**config.mk**
```make
export PLATFORM = sky130hd
export DESIGN_NAME = chunk_window_spiral_scheduler_unit_flat
export DESIGN_NICKNAME = d
export VERILOG_FILES = /design/src/rtl/cwss_pkg.sv /design/src/rtl/cwss_if.sv /design/src/rtl/chunk_window_spiral_scheduler_unit.sv /design/src/rtl/cwss_datapath.sv /design/src/rtl/cwss_ctrl.sv /design/src/flat_wrapper.sv
export SDC_FILE = /design/constraint.sdc
export NUM_CORES = 2
export LEC_CHECK = 0
export BUFFER_PORTS_ARGS = -buffer_cell sky130_fd_sc_hd__buf_2
export CORE_AREA = 2 2 665 535
export CTS_CLUSTER_DIAMETER = 100
export DETAILED_ROUTE_END_ITERATION = 10
export DIE_AREA = 0 0 667 537
export PLACE_DENSITY = 0.5
export SLEW_MARGIN = 25
export SYNTH_ARGS = -nofsm -noshare
export SYNTH_HDL_FRONTEND = slang
export SYNTH_HIERARCHICAL = 1
export SYNTH_SLANG_ARGS = --single-unit
```
**constraint.sdc**
```tcl
create_clock -name clk -period 69.3 [get_ports clk]
set_clock_uncertainty 0.2 [all_clocks]
set_input_delay 3.465 -clock clk [delete_from_list [all_inputs] [get_ports clk]]
set_output_delay 3.465 -clock clk [all_outputs]
set_load 0.1 [all_outputs]
```
**src/rtl/cwss_pkg.sv**
```systemverilog
// shared types and constants of the chunk window scheduler
`default_nettype none
package cwss_pkg;

	typedef enum logic [1:0] {
		CMD_LOAD     = 2'd0,
		CMD_BUILD    = 2'd1,
		CMD_UPLOAD   = 2'd2,
		CMD_RECENTER = 2'd3
	} cmd_e_t;

	localparam logic [2:0] ST_PRESENT  = 3'b001;
	localparam logic [2:0] ST_BUILT    = 3'b010;
	localparam logic [2:0] ST_UPLOADED = 3'b100;

	typedef enum logic [2:0] {
		S_CLEAR,
		S_IDLE,
		S_SC_RD,
		S_SC_CHK,
		S_RC_RD,
		S_RC_WR,
		S_FIN
	} state_t;

	typedef struct packed {
		logic clr_step;
		logic cap;
		logic sc_chk;
		logic rc_rd;
		logic rc_wr;
		logic out_load;
	} ctl_cmd_t;

	typedef struct packed {
		logic clr_last;
		logic hit;
		logic miss;
		logic scan_end;
		logic rc_last;
	} dp_stat_t;

endpackage
`default_nettype wire

```
**src/rtl/cwss_if.sv**
```systemverilog
// request and response channel interfaces
`default_nettype none
interface cwss_req_if;
	logic               valid;
	logic               ready;
	logic [1:0]         cmd;
	logic signed [15:0] new_center_x;
	logic signed [15:0] new_center_y;
	logic signed [15:0] new_center_z;
	modport source (output valid, cmd, new_center_x, new_center_y, new_center_z, input ready);
	modport sink (input valid, cmd, new_center_x, new_center_y, new_center_z, output ready);
endinterface

interface cwss_rsp_if;
	logic               valid;
	logic               ready;
	logic               found;
	logic signed [15:0] chunk_x;
	logic signed [15:0] chunk_y;
	logic signed [15:0] chunk_z;
	modport source (output valid, found, chunk_x, chunk_y, chunk_z, input ready);
	modport sink (input valid, found, chunk_x, chunk_y, chunk_z, output ready);
endinterface
`default_nettype wire

```
**src/rtl/chunk_window_spiral_scheduler_unit.sv**
```systemverilog
// top level of the chunk window spiral scheduler
// usage:
//   req carries one command (load, build, upload or recenter) with the new
//   centre used by recenter; rsp returns one result per command: found and
//   the world chunk coordinates, all zero when nothing was found.
//   commands are handled one at a time; req is ready only when the engine
//   is idle, and a finished result waits in the rsp register so the next
//   command can be taken while it is still unread.
//   load and upload read and then check each slot in spiral order; build
//   reads and checks the slot and its six neighbours one at a time through
//   the single read port of the slot store; recenter reads and then writes
//   each slot, copying between two banks of the slot store; every command
//   ends in a state that hands its result over.
//   after reset the active bank is cleared, one slot a cycle, through all
//   SLOTS slots ((2W+1)^2*(2H+1)) before req goes ready.
//   when rsp is stalled a finished command waits before handing over and
//   no new command is taken until its result is in the rsp register.
`default_nettype none
module chunk_window_spiral_scheduler_unit #(
	parameter int HALF_WIDTH  = 4,
	parameter int HALF_HEIGHT = 2
) (
	input  wire          clk,
	input  wire          arst_n,
	cwss_req_if.sink     req,
	cwss_rsp_if.source   rsp
);
	cwss_pkg::ctl_cmd_t ctl;
	cwss_pkg::dp_stat_t stat;

	cwss_ctrl u_ctrl (
		.clk       (clk),
		.arst_n    (arst_n),
		.req_valid (req.valid),
		.req_cmd   (req.cmd),
		.req_ready (req.ready),
		.rsp_valid (rsp.valid),
		.rsp_ready (rsp.ready),
		.ctl       (ctl),
		.stat      (stat)
	);

	cwss_datapath #(
		.HALF_WIDTH  (HALF_WIDTH),
		.HALF_HEIGHT (HALF_HEIGHT)
	) u_dp (
		.clk     (clk),
		.arst_n  (arst_n),
		.ctl     (ctl),
		.stat    (stat),
		.cmd_in  (req.cmd),
		.ncx_in  (req.new_center_x),
		.ncy_in  (req.new_center_y),
		.ncz_in  (req.new_center_z),
		.found   (rsp.found),
		.chunk_x (rsp.chunk_x),
		.chunk_y (rsp.chunk_y),
		.chunk_z (rsp.chunk_z)
	);
endmodule
`default_nettype wire

```
**src/rtl/cwss_datapath.sv**
```systemverilog
// slot store, spiral walker, recenter remap and result registers
`default_nettype none
module cwss_datapath #(
	parameter int HALF_WIDTH  = 4,
	parameter int HALF_HEIGHT = 2
) (
	input  wire                      clk,
	input  wire                      arst_n,
	input  cwss_pkg::ctl_cmd_t       ctl,
	output cwss_pkg::dp_stat_t       stat,
	input  wire [1:0]                cmd_in,
	input  wire signed [15:0]        ncx_in,
	input  wire signed [15:0]        ncy_in,
	input  wire signed [15:0]        ncz_in,
	output logic                     found,
	output logic signed [15:0]       chunk_x,
	output logic signed [15:0]       chunk_y,
	output logic signed [15:0]       chunk_z
);
	localparam int SPAN_XZ = 2 * HALF_WIDTH + 1;
	localparam int SPAN_Y  = 2 * HALF_HEIGHT + 1;
	localparam int SLOTS   = SPAN_XZ * SPAN_XZ * SPAN_Y;
	localparam int AW      = $clog2(SLOTS);
	localparam int MAXS    = (SPAN_XZ > SPAN_Y) ? SPAN_XZ : SPAN_Y;
	localparam int CW      = $clog2(MAXS + 1) + 1;

	typedef logic signed [CW-1:0] crd_t;

	localparam crd_t XZ_LAST = crd_t'(SPAN_XZ - 1);
	localparam crd_t Y_LAST  = crd_t'(SPAN_Y - 1);

	function automatic logic [AW-1:0] slot_addr(crd_t x, crd_t y, crd_t z);
		int t;
		t = int'(x) + SPAN_XZ * (int'(y) + SPAN_Y * int'(z));
		return AW'(t);
	endfunction

	function automatic logic in_win(crd_t x, crd_t y, crd_t z);
		return (x >= 0) && (x <= XZ_LAST) && (y >= 0) && (y <= Y_LAST) &&
			(z >= 0) && (z <= XZ_LAST);
	endfunction

	logic [2:0] mem0_q [SLOTS];
	logic [2:0] mem1_q [SLOTS];
	logic [2:0] rdata_q;

	cwss_pkg::cmd_e_t   cmd_q;
	logic signed [15:0] ncx_q, ncy_q, ncz_q;
	logic signed [15:0] cx_q, cy_q, cz_q;
	logic               bank_q;
	logic [AW-1:0]      clr_q;
	crd_t               lox_q, hix_q, loz_q, hiz_q, i_q, y_q;
	logic [1:0]         leg_q;
	logic [2:0]         k_q;
	logic [2:0]         stat_q;
	logic               srcin_q;
	crd_t               rx_q, ry_q, rz_q;
	logic               res_found_q;
	crd_t               fx_q, fy_q, fz_q;

	crd_t          colx, colz, px, py, pz;
	logic          p_in, ok, last_probe, walk_end;
	logic [AW-1:0] probe_addr, src_addr, dst_addr, ra, wa;
	logic [2:0]    wd, hit_val;
	logic          we, wbank;
	logic signed [16:0] dx, dy, dz;
	logic signed [17:0] ox, oy, oz;
	logic          src_in;

	// current column of the spiral
	always_comb begin
		case (leg_q)
			2'd0: begin colx = i_q;   colz = loz_q; end
			2'd1: begin colx = hix_q; colz = i_q;   end
			2'd2: begin colx = i_q;   colz = hiz_q; end
			default: begin colx = lox_q; colz = i_q; end
		endcase
	end

	// probe zero is the slot itself, then its six neighbours
	always_comb begin
		px = colx;
		py = y_q;
		pz = colz;
		case (k_q)
			3'd1: py = y_q + crd_t'(1);
			3'd2: py = y_q - crd_t'(1);
			3'd3: px = colx + crd_t'(1);
			3'd4: px = colx - crd_t'(1);
			3'd5: pz = colz + crd_t'(1);
			3'd6: pz = colz - crd_t'(1);
			default: ;
		endcase
	end

	always_comb begin
		p_in = in_win(px, py, pz);
		probe_addr = p_in ? slot_addr(px, py, pz) : '0;
		if (k_q == 3'd0) begin
			case (cmd_q)
				cwss_pkg::CMD_LOAD:  ok = !rdata_q[0];
				cwss_pkg::CMD_BUILD: ok = rdata_q[0] && !rdata_q[1];
				default:             ok = rdata_q[1] && !rdata_q[2];
			endcase
		end else begin
			ok = !p_in || rdata_q[0];
		end
		last_probe = (cmd_q != cwss_pkg::CMD_BUILD) || (k_q == 3'd6);
		case (leg_q)
			2'd0: walk_end = (i_q == hix_q) && (hix_q == XZ_LAST);
			2'd1: walk_end = (i_q == hiz_q) && (hiz_q == XZ_LAST);
			2'd2: walk_end = (i_q == lox_q) && (lox_q == crd_t'(0));
			default: walk_end = (i_q == loz_q) && (loz_q == crd_t'(0));
		endcase
		case (cmd_q)
			cwss_pkg::CMD_LOAD:  hit_val = cwss_pkg::ST_PRESENT;
			cwss_pkg::CMD_BUILD: hit_val = stat_q | cwss_pkg::ST_BUILT;
			default:             hit_val = rdata_q | cwss_pkg::ST_UPLOADED;
		endcase
	end

	// recenter source slot, compared as plain integers
	always_comb begin
		dx = 17'(ncx_q) - 17'(cx_q);
		dy = 17'(ncy_q) - 17'(cy_q);
		dz = 17'(ncz_q) - 17'(cz_q);
		ox = 18'(rx_q) + 18'(dx);
		oy = 18'(ry_q) + 18'(dy);
		oz = 18'(rz_q) + 18'(dz);
		src_in = (ox >= 0) && (ox < 18'(SPAN_XZ)) && (oy >= 0) && (oy < 18'(SPAN_Y)) &&
			(oz >= 0) && (oz < 18'(SPAN_XZ));
		src_addr = src_in ? slot_addr(crd_t'(ox), crd_t'(oy), crd_t'(oz)) : '0;
		dst_addr = slot_addr(rx_q, ry_q, rz_q);
	end

	assign stat.clr_last = (clr_q == AW'(SLOTS - 1));
	assign stat.hit      = ok && last_probe;
	assign stat.miss     = !ok;
	assign stat.scan_end = (y_q == Y_LAST) && walk_end;
	assign stat.rc_last  = (rx_q == XZ_LAST) && (ry_q == Y_LAST) && (rz_q == XZ_LAST);

	always_comb begin
		ra    = ctl.rc_rd ? src_addr : probe_addr;
		we    = ctl.clr_step || (ctl.sc_chk && stat.hit) || ctl.rc_wr;
		wbank = ctl.rc_wr ? !bank_q : bank_q;
		if (ctl.clr_step) begin
			wa = clr_q;
			wd = '0;
		end else if (ctl.rc_wr) begin
			wa = dst_addr;
			wd = srcin_q ? rdata_q : 3'b000;
		end else begin
			wa = slot_addr(colx, y_q, colz);
			wd = hit_val;
		end
	end

	always_ff @(posedge clk) begin
		if (we) begin
			if (wbank) mem1_q[wa] <= wd;
			else mem0_q[wa] <= wd;
		end
		rdata_q <= bank_q ? mem1_q[ra] : mem0_q[ra];
	end

	always_ff @(posedge clk or negedge arst_n) begin
		if (!arst_n) begin
			bank_q <= 1'b0;
			clr_q  <= '0;
			cx_q   <= '0;
			cy_q   <= '0;
			cz_q   <= '0;
			cmd_q  <= cwss_pkg::CMD_LOAD;
			lox_q  <= '0;
			hix_q  <= '0;
			loz_q  <= '0;
			hiz_q  <= '0;
			i_q    <= '0;
			leg_q  <= '0;
			y_q    <= '0;
			k_q    <= '0;
			rx_q   <= '0;
			ry_q   <= '0;
			rz_q   <= '0;
			res_found_q <= 1'b0;
		end else begin
			if (ctl.clr_step) clr_q <= clr_q + AW'(1);
			if (ctl.cap) begin
				cmd_q <= cwss_pkg::cmd_e_t'(cmd_in);
				lox_q <= crd_t'(HALF_WIDTH);
				hix_q <= crd_t'(HALF_WIDTH);
				loz_q <= crd_t'(HALF_WIDTH);
				hiz_q <= crd_t'(HALF_WIDTH);
				i_q   <= crd_t'(HALF_WIDTH);
				leg_q <= 2'd0;
				y_q   <= '0;
				k_q   <= '0;
				rx_q  <= '0;
				ry_q  <= '0;
				rz_q  <= '0;
				res_found_q <= 1'b0;
			end
			if (ctl.sc_chk) begin
				if (k_q == 3'd0) stat_q <= rdata_q;
				if (stat.hit) begin
					res_found_q <= 1'b1;
				end else if (stat.miss) begin
					k_q <= '0;
					if (y_q != Y_LAST) begin
						y_q <= y_q + crd_t'(1);
					end else begin
						y_q <= '0;
						case (leg_q)
							2'd0: begin
								if (i_q != hix_q) i_q <= i_q + crd_t'(1);
								else begin hix_q <= hix_q + crd_t'(1); leg_q <= 2'd1; i_q <= loz_q; end
							end
							2'd1: begin
								if (i_q != hiz_q) i_q <= i_q + crd_t'(1);
								else begin hiz_q <= hiz_q + crd_t'(1); leg_q <= 2'd2; i_q <= hix_q; end
							end
							2'd2: begin
								if (i_q != lox_q) i_q <= i_q - crd_t'(1);
								else begin lox_q <= lox_q - crd_t'(1); leg_q <= 2'd3; i_q <= hiz_q; end
							end
							default: begin
								if (i_q != loz_q) i_q <= i_q - crd_t'(1);
								else begin loz_q <= loz_q - crd_t'(1); leg_q <= 2'd0; i_q <= lox_q; end
							end
						endcase
					end
				end else begin
					k_q <= k_q + 3'd1;
				end
			end
			if (ctl.rc_wr) begin
				if (rx_q != XZ_LAST) begin
					rx_q <= rx_q + crd_t'(1);
				end else begin
					rx_q <= '0;
					if (ry_q != Y_LAST) begin
						ry_q <= ry_q + crd_t'(1);
					end else begin
						ry_q <= '0;
						rz_q <= rz_q + crd_t'(1);
					end
				end
				if (stat.rc_last) begin
					bank_q <= !bank_q;
					cx_q   <= ncx_q;
					cy_q   <= ncy_q;
					cz_q   <= ncz_q;
				end
			end
		end
	end

	// payload registers
	always_ff @(posedge clk) begin
		if (ctl.cap) begin
			ncx_q <= ncx_in;
			ncy_q <= ncy_in;
			ncz_q <= ncz_in;
		end
		if (ctl.rc_rd) srcin_q <= src_in;
		if (ctl.sc_chk && stat.hit) begin
			fx_q <= colx;
			fy_q <= y_q;
			fz_q <= colz;
		end
		if (ctl.out_load) begin
			found <= res_found_q;
			if (res_found_q) begin
				chunk_x <= 16'(cx_q - 16'(HALF_WIDTH) + 16'(fx_q));
				chunk_y <= 16'(cy_q - 16'(HALF_HEIGHT) + 16'(fy_q));
				chunk_z <= 16'(cz_q - 16'(HALF_WIDTH) + 16'(fz_q));
			end else begin
				chunk_x <= '0;
				chunk_y <= '0;
				chunk_z <= '0;
			end
		end
	end
endmodule
`default_nettype wire

```
**src/rtl/cwss_ctrl.sv**
```systemverilog
// controller state machine of the chunk window scheduler
`default_nettype none
module cwss_ctrl (
	input  wire                 clk,
	input  wire                 arst_n,
	input  wire                 req_valid,
	input  wire [1:0]           req_cmd,
	output logic                req_ready,
	output logic                rsp_valid,
	input  wire                 rsp_ready,
	output cwss_pkg::ctl_cmd_t  ctl,
	input  cwss_pkg::dp_stat_t  stat
);
	cwss_pkg::state_t state_q, state_d;
	logic out_free;

	assign out_free = !rsp_valid || rsp_ready;

	always_comb begin
		state_d = state_q;
		case (state_q)
			cwss_pkg::S_CLEAR: if (stat.clr_last) state_d = cwss_pkg::S_IDLE;
			cwss_pkg::S_IDLE: begin
				if (req_valid) begin
					if (cwss_pkg::cmd_e_t'(req_cmd) == cwss_pkg::CMD_RECENTER)
						state_d = cwss_pkg::S_RC_RD;
					else
						state_d = cwss_pkg::S_SC_RD;
				end
			end
			cwss_pkg::S_SC_RD: state_d = cwss_pkg::S_SC_CHK;
			cwss_pkg::S_SC_CHK: begin
				if (stat.hit || (stat.miss && stat.scan_end)) state_d = cwss_pkg::S_FIN;
				else state_d = cwss_pkg::S_SC_RD;
			end
			cwss_pkg::S_RC_RD: state_d = cwss_pkg::S_RC_WR;
			cwss_pkg::S_RC_WR: begin
				if (stat.rc_last) state_d = cwss_pkg::S_FIN;
				else state_d = cwss_pkg::S_RC_RD;
			end
			cwss_pkg::S_FIN: if (out_free) state_d = cwss_pkg::S_IDLE;
			default: state_d = cwss_pkg::S_IDLE;
		endcase
	end

	always_comb begin
		ctl = '0;
		req_ready = 1'b0;
		case (state_q)
			cwss_pkg::S_CLEAR: ctl.clr_step = 1'b1;
			cwss_pkg::S_IDLE: begin
				req_ready = 1'b1;
				ctl.cap   = req_valid;
			end
			cwss_pkg::S_SC_CHK: ctl.sc_chk = 1'b1;
			cwss_pkg::S_RC_RD:  ctl.rc_rd = 1'b1;
			cwss_pkg::S_RC_WR:  ctl.rc_wr = 1'b1;
			cwss_pkg::S_FIN:    ctl.out_load = out_free;
			default: ;
		endcase
	end

	always_ff @(posedge clk or negedge arst_n) begin
		if (!arst_n) begin
			state_q   <= cwss_pkg::S_CLEAR;
			rsp_valid <= 1'b0;
		end else begin
			state_q <= state_d;
			if (ctl.out_load) rsp_valid <= 1'b1;
			else if (rsp_ready) rsp_valid <= 1'b0;
		end
	end
endmodule
`default_nettype wire

```
**src/flat_wrapper.sv**
```systemverilog
// flat-port wrapper written by rule: the top's interface ports become plain ports
module chunk_window_spiral_scheduler_unit_flat 
#(
	parameter int HALF_WIDTH  = 4,
	parameter int HALF_HEIGHT = 2
)
  (clk, arst_n, req_valid, req_cmd, req_new_center_x, req_new_center_y, req_new_center_z, req_ready, rsp_valid, rsp_found, rsp_chunk_x, rsp_chunk_y, rsp_chunk_z, rsp_ready);
  cwss_req_if req_i ();
  cwss_rsp_if rsp_i ();
  input  wire clk;
  input  wire arst_n;
  input wire logic [$bits(req_i.valid)-1:0] req_valid;
  input wire logic [$bits(req_i.cmd)-1:0] req_cmd;
  input wire logic [$bits(req_i.new_center_x)-1:0] req_new_center_x;
  input wire logic [$bits(req_i.new_center_y)-1:0] req_new_center_y;
  input wire logic [$bits(req_i.new_center_z)-1:0] req_new_center_z;
  output wire logic [$bits(req_i.ready)-1:0] req_ready;
  output wire logic [$bits(rsp_i.valid)-1:0] rsp_valid;
  output wire logic [$bits(rsp_i.found)-1:0] rsp_found;
  output wire logic [$bits(rsp_i.chunk_x)-1:0] rsp_chunk_x;
  output wire logic [$bits(rsp_i.chunk_y)-1:0] rsp_chunk_y;
  output wire logic [$bits(rsp_i.chunk_z)-1:0] rsp_chunk_z;
  input wire logic [$bits(rsp_i.ready)-1:0] rsp_ready;
  assign req_i.valid = req_valid;
  assign req_i.cmd = req_cmd;
  assign req_i.new_center_x = req_new_center_x;
  assign req_i.new_center_y = req_new_center_y;
  assign req_i.new_center_z = req_new_center_z;
  assign req_ready = req_i.ready;
  assign rsp_valid = rsp_i.valid;
  assign rsp_found = rsp_i.found;
  assign rsp_chunk_x = rsp_i.chunk_x;
  assign rsp_chunk_y = rsp_i.chunk_y;
  assign rsp_chunk_z = rsp_i.chunk_z;
  assign rsp_i.ready = rsp_ready;
  chunk_window_spiral_scheduler_unit #(.HALF_WIDTH(HALF_WIDTH), .HALF_HEIGHT(HALF_HEIGHT)) u_core (.clk(clk), .arst_n(arst_n), .req(req_i), .rsp(rsp_i));
endmodule
```
==> flow_summary.toml <==
[cts]
clock_path_buffers = 4
cts_hold_buf = 0
cts_root_buf = "clkbuf_16"
cts.reportedPaths.clkPinSlew_ns = 0.06
cts_tree = "yes"
clock_sinks = 2663
post_cts_buffers = 0
cts_resized = 0
cts_htree_levels = 5
worstSkewPairLatency_ns = 0.90
cts_inserted_buffers = 289

[floorplanning]
die-area_mm2 = 0.3582
chipWidth_um = 667
io_pins = 105
rows = 195
core_mm2 = 0.3513
die-height_um = 537
start_util_pct = 34.91

[critical_path]
arrival_ns = 11.24
crit_slowest_cell = "a2111oi_1"
critical_path_class = "register to register"
end_kind = "register"
path_common_cell = "ha_1"
ff2ff_setup_slack_ns = 58.70
start_kind = "register"
crit_required_ns = 69.94
cp_slowest_stage_delay_ns = 1.09
cp_max_fo = 29

[detailed_routing]
firstDrtPassIters = 6
routed_via_density = 5.704
routed_wl_um = 436600
num_vias = 86130
wl_per_cell_um = 28.91
final_antenna_net_count = 0
drt_iter0_drc = 11650
drc = 0

[cells_and_area]
drive_above_1_share_pct = 8.247
nNetsFinal = 10710
layout_common_cells = "edfxtp_1 (2,545), nand2_1 (1,728), nor2_1 (993), inv_1 (520), a21oi_1 (507)"
final_common_cell = "edfxtp_1"
area.growth.synth_to_final_pct = 12.18

[status]
outcome = "complete, no violations"

[pwr]
pwr-share-comb_pct = 0.1
swShare_pct = 20.03
power_frac_clock_pct = 46.6
p_int_mw = 2.603
power.switching_mw = 0.6521
power.density_mw_per_mm2 = 23.66
seqPwrFrac_pct = 53.3
p_leak_nw = 46.84
vdd_drop_max_mv = 0.01811

[global_route]
grt_overflow = 0
grt_pass1_wl_um = 620300
antenna_found_initial = 35
grt_usage_pct = 23.79
grt_max_degree = 206
grt_pass1_vias = 83090

[timing]
fmax_mhz = 94.36
rsz0062_at_grt = "no"
period_share_pct = 15.29
setup_viol = 0
worstMarginPinSlew_ns = 1.189
tns_ns = 0
relSlewSlack_pct = 20.74
timing.hold.ws_ns = 0.3193
drv_slew = 0
final_hold_viol_count = 0
finalCriticalPeriod_ns = 10.60

[logic_synthesis]
ys.flop_type = "edfxtp_1"
seq_area_frac_synth_pct = 64.70
syn_inst = 10310
synthArstFlopShare_pct = 4.318
yosys_warnings = 6
synth_area_mm2 = 0.1227
ys_ff_latch = 2663
syn_nets = 10780
synth_edf_count = 2545
syn-mean-instance-area_um2 = 11.90
synth_cell_types = 100

[placement]
hpwl_um = 260000
io_buffers = 104
place.gp.congestion = 0.8995

[worst_hold_path]
hold_class = "register to register"

[job]
maxCapViolations = 0
final timing paths:
path                                            from                      to  depth (start not counted)
min in group asynchronous                     arst_n    u_core/u_dp/lox_q[4]                          1
worst min-delay path            u_core/u_dp/clr_q[8]    u_core/u_dp/clr_q[8]                          1
worst min register to register  u_core/u_dp/clr_q[8]    u_core/u_dp/clr_q[8]                          1
worst max-delay path            u_core/u_dp/leg_q[0]  u_core/u_dp/rdata_q[1]                         33
worst max register to register  u_core/u_dp/leg_q[0]  u_core/u_dp/rdata_q[1]                         33
max in group asynchronous                     arst_n     u_core/u_dp/cx_q[4]                          2
power groups by stage:
stage | Combinational [mW] | Clock [mW] | Sequential (mW)
final | 0.00333 | 1.52 | 1.74
after global routing | 0.00383 | 1.60 | 1.74
after CTS | 0.00356 | 1.54 | 1.74
after detailed placement | 0.00351 | 0 | 1.77
after global placement | 0.00351 | 0 | 1.77
after floorplan | 0.0000677 | 0 | 1.77
worst max-delay path, delay by kind of cell (launching register included):
| kind | cells | cell delay (ns) |
|---|---|---|
| buffers and inverters | 5 | 0.86 |
| AOI/OAI and AO/OA | 11 | 3.23 |
| and+or+nand+nor | 5 | 1.70 |
| DFF | 1 | 0.36 |
| xor gates and xnor gates | 3 | 0.71 |
| adders and majority gates | 8 | 2.97 |
| muxes | 1 | 0.47 |
synth_stat cells, drive strengths merged (18+ instances only):
master	n	area, um2
a2111oi	21	185.2
o21bai	52	390.4
o21ai	289	1450
o211ai	30	225.2
nand2	1784	6696
buf	268	1394
nand4	54	337.8
dfrtp	115	2878
and2	66	412.9
a311oi	88	770.7
a21oi	510	2552
a21o	45	337.8
nor3	110	555.5
ha	327	4091
mux2	40	454.2
nor2b	22	137.6
and3	198	1239
a21boi	27	202.7
o31ai	33	247.7
nor2	1008	3786
a31oi	105	656.9
inv	520	1952
or3	24	150.1
xor2	45	394.1
o221ai	18	157.7
o22ai	137	857.1
xnor2	128	1121
nand3	405	2027
clkbuf	393	1476
edfxtp	2545	76420
fa	89	1782
mux2i	325	3253
nor4	32	206.5
o21a	22	165.2
a211oi	166	1251
routing by layer:
layer  up-vias  part of all wire (%)  track usage, %
li1      37200                     -               -
met1     43580                    43           34.42
met2      4557                    43           35.41
met3       787                   9.9           4.860
met4        10                   3.9           8.336
met5         -                 0.015               0
cell families after synthesis:
group | share of synthesized area (%)
flops | 64.70
xor+xnor | 1.235
mux | 3.133
fa+ha+maj | 4.788
buf+inv | 3.934
compound gates | 8.966
simple gates | 13.24
registers in the layout (all words and copies together), names as in the netlist, 9 cells and up:
name / flops
u_core/u_dp/mem0_q: 1215
u_core/u_dp/chunk_x: 16
u_core/u_dp/cy_q: 16
u_core/u_dp/ncx_q: 16
u_core/u_dp/cx_q: 16
u_core/u_dp/chunk_z: 16
u_core/u_dp/chunk_y: 16
u_core/u_dp/mem1_q: 1215
u_core/u_dp/cz_q: 16
u_core/u_dp/clr_q: 9
u_core/u_dp/ncz_q: 16
u_core/u_dp/ncy_q: 16
cell type report:
cell class | count | area [um2]
Antenna cell | 8 | 20.02
Clock buffer | 367 | 7823
Clock inverter | 146 | 1204
Fill cell | 33520 | 213700
Inverter | 521 | 1956
Multi-Input combinational cell | 6462 | 39110
Sequential cell | 2663 | 79360
Tap cell | 4629 | 5792
Timing Repair Buffer | 305 | 2338
metrics by stage:
step	power (mW)	cell area [um2]	setup slack (ns)	instances	utilization, %
after floorplan	1.770	122700	44.48	10310	-
after global placement	1.774	128400	57.34	14570	36.54
after detailed placement	1.774	128500	58.97	14580	36.57
after CTS	3.279	137500	58.89	15090	39.14
after global routing	3.336	137600	58.36	15100	39.16
final	3.256	137600	58.70	15100	39.17
Power figures use the tool's default switching activity.
